## config.mk

```make
export PLATFORM = sky130hd
export DESIGN_NAME = ndt_ctrl
export DESIGN_NICKNAME = d
export VERILOG_FILES = /design/src/hw/rtl/name_keyed_directory_table_macros.svh /design/src/hw/rtl/ndt_pkg.sv /design/src/hw/rtl/ndt_ctrl.sv
export SDC_FILE = /design/constraint.sdc
export NUM_CORES = 1
export LEC_CHECK = 0
export ABC_AREA = 1
export BUFFER_PORTS_ARGS = -buffer_cell sky130_fd_sc_hd__buf_2
export CAP_MARGIN = 20
export CORE_AREA = 10 10 47 49
export CTS_CLUSTER_DIAMETER = 200
export DETAILED_ROUTE_END_ITERATION = 8
export DIE_AREA = 0 0 57 59
export PLACE_DENSITY = 0.49
export SKIP_LAST_GASP = 1
export SYNTH_ARGS = -nofsm -noshare
export SYNTH_HDL_FRONTEND = slang
export SYNTH_SLANG_ARGS = --single-unit
```

## constraint.sdc

```tcl
create_clock -name clk -period 1.2 [get_ports clk]
set_input_delay 0.12 -clock clk [delete_from_list [all_inputs] [get_ports clk]]
set_output_delay 0.12 -clock clk [all_outputs]
set_load 0.05 [all_outputs]
```

## src/hw/rtl/name_keyed_directory_table_macros.svh

```systemverilog
// ----------------------------------------------------------------------------
// name_keyed_directory_table_macros
// Assertion macros for the directory table. The bodies refer to clk and
// arst_n of the including module.
// ----------------------------------------------------------------------------
`ifndef NAME_KEYED_DIRECTORY_TABLE_MACROS_SVH
`define NAME_KEYED_DIRECTORY_TABLE_MACROS_SVH

// Consequent checked in the same cycle as the antecedent
`define NDT_ASSERT_SAME(label, ante, cons, msg) \
	label: assert property (@(posedge clk) disable iff (!arst_n) (ante) |-> (cons)) \
		else $error(msg);

// Consequent checked in the cycle after the antecedent
`define NDT_ASSERT_NEXT(label, ante, cons, msg) \
	label: assert property (@(posedge clk) disable iff (!arst_n) (ante) |=> (cons)) \
		else $error(msg);

`endif

```

## src/hw/rtl/ndt_pkg.sv

```systemverilog
// ----------------------------------------------------------------------------
// ndt_pkg
// Shared types, constants and helpers of the name-keyed directory table.
// ----------------------------------------------------------------------------
package ndt_pkg;

	localparam int TABLE_DEPTH = 64;
	localparam int NAME_BYTES  = 8;

	localparam int IDX_W     = $clog2(TABLE_DEPTH);
	localparam int CNT_W     = IDX_W + 1;
	localparam int KEY_W     = 64;
	localparam int KEY_BYTES = KEY_W / 8;
	localparam int SECTOR_W  = 16;
	localparam int OP_W      = 2;
	localparam int STATUS_W  = 2;
	localparam int OUT_IDX_W = 6;
	localparam int CFG_IDX_W = 1;

	typedef enum logic [OP_W-1:0] {
		OP_FIND   = 2'd0,
		OP_ADD    = 2'd1,
		OP_REMOVE = 2'd2,
		OP_INIT   = 2'd3
	} op_t;

	typedef enum logic [STATUS_W-1:0] {
		ST_OK        = 2'd0,
		ST_NOT_FOUND = 2'd1,
		ST_DUPLICATE = 2'd2,
		ST_FULL      = 2'd3
	} status_t;

	localparam logic [CFG_IDX_W-1:0] REG_CURRENT_SECTOR = 1'd0;
	localparam logic [CFG_IDX_W-1:0] REG_PARENT_SECTOR  = 1'd1;

	typedef enum logic [2:0] {
		S_BOOT0,
		S_BOOT1,
		S_IDLE,
		S_WALK,
		S_COMMIT,
		S_INIT0,
		S_INIT1,
		S_RESP
	} state_t;

	typedef struct packed {
		logic [KEY_W-1:0]    name;
		logic [SECTOR_W-1:0] sector;
		logic                dir;
	} entry_t;

	// controller to datapath
	typedef struct packed {
		logic load;      // latch the transaction, restart the walk
		logic walk_en;   // advance the table walk
		logic commit;    // apply add or remove
		logic init_wr0;  // rebuild dot entry, reset valid bits to the two dot entries
		logic init_wr1;  // rebuild dot-dot entry
		logic boot;      // use zero sectors for the rebuild
		logic res_load;  // load the output register
	} cmd_t;

	// datapath to controller
	typedef struct packed {
		logic walk_done;
		logic res_free;
	} sts_t;

	// keep bytes up to the first zero byte or NAME_BYTES, whichever comes first
	function automatic logic [KEY_W-1:0] normalize_name(input logic [KEY_W-1:0] key);
		logic [KEY_W-1:0] kept;
		logic             alive;
		kept  = '0;
		alive = 1'b1;
		for (int b = 0; b < KEY_BYTES; b++) begin
			if (b >= NAME_BYTES || key[8*b +: 8] == 8'h00)
				alive = 1'b0;
			if (alive)
				kept[8*b +: 8] = key[8*b +: 8];
		end
		return kept;
	endfunction

	localparam logic [KEY_W-1:0] NAME_DOT    = normalize_name(64'h2E);
	localparam logic [KEY_W-1:0] NAME_DOTDOT = normalize_name(64'h2E2E);

	localparam logic [TABLE_DEPTH-1:0] VALID_INIT = TABLE_DEPTH'(2'b11);

endpackage

```

## src/hw/rtl/ndt_ctrl.sv

```systemverilog
// ----------------------------------------------------------------------------
// ndt_ctrl
// Sequencer of the directory table: rebuild after reset, table walk,
// commit and result hand-off.
// ----------------------------------------------------------------------------
module ndt_ctrl (
	input  logic                           clk,
	input  logic                           arst_n,
	input  logic                           in_valid,
	input  logic [ndt_pkg::OP_W-1:0]       operation,
	output logic                           in_ready,
	input  ndt_pkg::sts_t                  sts,
	output ndt_pkg::cmd_t                  cmd
);

	ndt_pkg::state_t state_q, state_d;

	always_ff @(posedge clk or negedge arst_n) begin
		if (!arst_n)
			state_q <= ndt_pkg::S_BOOT0;
		else
			state_q <= state_d;
	end

	always_comb begin
		state_d  = state_q;
		cmd      = '0;
		in_ready = 1'b0;
		unique case (state_q)
			ndt_pkg::S_BOOT0: begin
				cmd.init_wr0 = 1'b1;
				cmd.boot     = 1'b1;
				state_d      = ndt_pkg::S_BOOT1;
			end
			ndt_pkg::S_BOOT1: begin
				cmd.init_wr1 = 1'b1;
				cmd.boot     = 1'b1;
				state_d      = ndt_pkg::S_IDLE;
			end
			ndt_pkg::S_IDLE: begin
				in_ready = 1'b1;
				if (in_valid) begin
					cmd.load = 1'b1;
					if (operation == ndt_pkg::OP_INIT)
						state_d = ndt_pkg::S_INIT0;
					else
						state_d = ndt_pkg::S_WALK;
				end
			end
			ndt_pkg::S_WALK: begin
				cmd.walk_en = 1'b1;
				if (sts.walk_done)
					state_d = ndt_pkg::S_COMMIT;
			end
			ndt_pkg::S_COMMIT: begin
				cmd.commit = 1'b1;
				state_d    = ndt_pkg::S_RESP;
			end
			ndt_pkg::S_INIT0: begin
				cmd.init_wr0 = 1'b1;
				state_d      = ndt_pkg::S_INIT1;
			end
			ndt_pkg::S_INIT1: begin
				cmd.init_wr1 = 1'b1;
				state_d      = ndt_pkg::S_RESP;
			end
			ndt_pkg::S_RESP: begin
				// hold until the output register can take the result
				if (sts.res_free) begin
					cmd.res_load = 1'b1;
					state_d      = ndt_pkg::S_IDLE;
				end
			end
			default: state_d = ndt_pkg::S_IDLE;
		endcase
	end

endmodule

```

==> run summary <==
first-pass GRT wire length: 1.53 mm
Syn Nets: 50
Worst Max-Slew Pin Slew: 0.161 ns
Final Worst Setup Slack: -0.116 ns
Top-Level Pins: 15
Post-Route WL: 881 um
core footprint: 1400 um^2
largest net degree at the start of global routing: 6
CP max FO: 3
Final min period: 1.32 ns
antenna violations before repair: 0
clk sinks: 3
Largest regs: state_q x3
Crit path required time: 1.08 ns
FP Rows: 14
die height: 59 um
final period utilization: 110%
Synth area leaders: dfrtp_1, nand2_1, inv_1, nor2_1, nand3_1
worst flop-to-flop path startpoint: state_q[0]
max_slew headroom: 89.2%
count leader, synth: nand2_1
Hold Fails Final Rpt: 0
routed vias: 358
synthesized area per cell: 5.94 um^2
crit start category: flop
post-place instance area: 409 um^2
Commonest cells post-synth: nand2_1, inv_1, nor2_1, dfrtp_1, nand3_1
DRT iter0 DRCs: 4
CTS Buf Count: 3
TritonCTS clock tree: built
wire length per cell: 10.4 um
worst vdd ir: 1.60 mV
layout cells sized above 1: 71.0%
reg-to-reg critical path endpoint: state_q[2]
yosys warns: 0
maxcap violations: 0
Mapped Area: 255 um^2
max-slew violation count: 0
status: finished with violations
Crit. End Element: output pin
gp weighted congestion: 0.773
Synth cell types: 15
worst skew pair latency: 0.24 ns
post-route cell area: 589 um^2
die area: 3360 um^2
fmax: 0.760 GHz
most flop-heavy register: state_q
#FFs+latches synth: 3
grt ovf: 0
Initial Utilization: 18.2%
buffers added on ports: 14
Bufs on Longest Clock Path: 2
chip width: 57 um
ys flop type: dfrtp_1
total track usage: 5.97%
NumNets Final: 77
# diodes: 0
Hold Path Class: input port to asynchronous set/reset pin
DRC errors left: 0
root buf cell: clkbuf_4
pre-CTS setup slack: 0.0237 ns
Power Density: 3310 nW/um^2
Crit path arrival time: 1.20 ns
Worst Reg-to-Reg Cells: 8
number of global-route vias before repair: 383
unrepaired setup endpoints after global routing: true
Crit Path Class: flop to output pin
Worst-path clk slew: 0.04 ns
r2r setup slk: 0.03 ns
CTS H-tree lvls: 1
post-route ant nets: 0
area grow syn2layout: 131%
failing checks: setup timing
synthesized instance count: 43
Synth area leader: dfrtp_1
max reg flops: 3
clk_skew: 0.00429 ns
vias per cell: 4.21
# setup viols final: 7
Synth top area share: 29.4%
EDFF count, synth: 0
sequential share of the synthesized area: 29.4%
DRT Pass-1 Iters: 2
hpwl dp: 698 um
ys async rst share: 100%
Lkg Pwr: 0.000309 uW
==> area by class of cell <==
| cell class | instances | area, um^2 |
|---|---|---|
| fillers | 155 | 812 |
| multi-input cells | 30 | 216 |
| repair buffers | 23 | 213 |
| flip-flops and latches | 3 | 77.6 |
| inverters | 9 | 36.3 |
| clock buffers | 4 | 26.3 |
| well taps | 16 | 20.0 |
==> worst max path at each step <==
stage | from | end | slack (ns) | cells past startpoint
after floorplan | state_q[1] | cmd[3] | -0.20 | 3
after global placement | state_q[1] | cmd[2] | 0.02 | 3
after detailed placement | state_q[1] | cmd[2] | 0.02 | 3
after CTS | state_q[0] | cmd[0] | -0.11 | 4
after global routing | state_q[0] | cmd[3] | -0.18 | 5
final | state_q[0] | cmd[3] | -0.12 | 5
==> cells by family after synthesis <==
kind of cell	Yosys count	share of synthesized area (%)
AO/OA/AOI/OAI	6	12.7
buffers and inverters	10	15.2
flip-flops	3	29.4
AND/OR/NAND/NOR	24	42.6
==> what timing repair did <==
action	in CTS	in global routing
gates resized for setup	29	13
endpoints found under the hold margin	3	0
buffers inserted	2	0
endpoints found under the setup margin	8	11
hold buffers	1	0
pin swaps	1	2
==> report_power, final <==
group / switching (uW) / internal, uW / total, uW
sequential: 65.1 / 158 / 223
clock: 55.1 / 125 / 180
combinational: 901 / 648 / 1550
total: 1020 / 931 / 1950
==> cells in the final DEF, fill, tap and decap left out, types with 2 or more instances in the layout <==
| cell | instances |
|---|---|
| buf_4 | 4 |
| nor2_2 | 2 |
| nand2_2 | 5 |
| nor2_4 | 5 |
| o21ai_2 | 2 |
| nand2_1 | 5 |
| clkbuf_4 | 3 |
| nand3_1 | 3 |
| buf_2 | 6 |
| buf_8 | 2 |
| dfrtp_2 | 2 |
| inv_1 | 6 |
| inv_2 | 2 |
| buf_6 | 10 |
| nand2_4 | 2 |
==> metal layers <==
metal	vias to the layer above	share of wire, %	track usage [%]
li1	183	-	-
met1	162	38	5.72
met2	11	50	8.84
met3	2	8.1	2.58
met4	0	3.9	7.05
met5	-	0	0
==> stage by stage <==
step / setup TNS (ns) / cells / hold WS (ns) / util, % / total power (uW)
final: -0.471 / 85 / 0.212 / 42.1 / 1950
after global routing: -0.987 / 85 / 0.217 / 42.1 / 2100
after CTS: -0.590 / 85 / 0.213 / 39.5 / 1860
after detailed placement: 0 / 78 / -0.0806 / 29.2 / 1340
after global placement: 0 / 78 / -0.0803 / 29.2 / 1340
after floorplan: -0.539 / 43 / -0.176 / - / 1040
==> critical path, cell delays in order, from the launching register on <==
cell and delay [ns]:
dfrtp_2 0.43, inv_2 0.08, buf_6 0.10, nand2_4 0.05, o21ai_2 0.12, buf_6 0.17
Note: power is estimated with default switching activity, not from simulation.
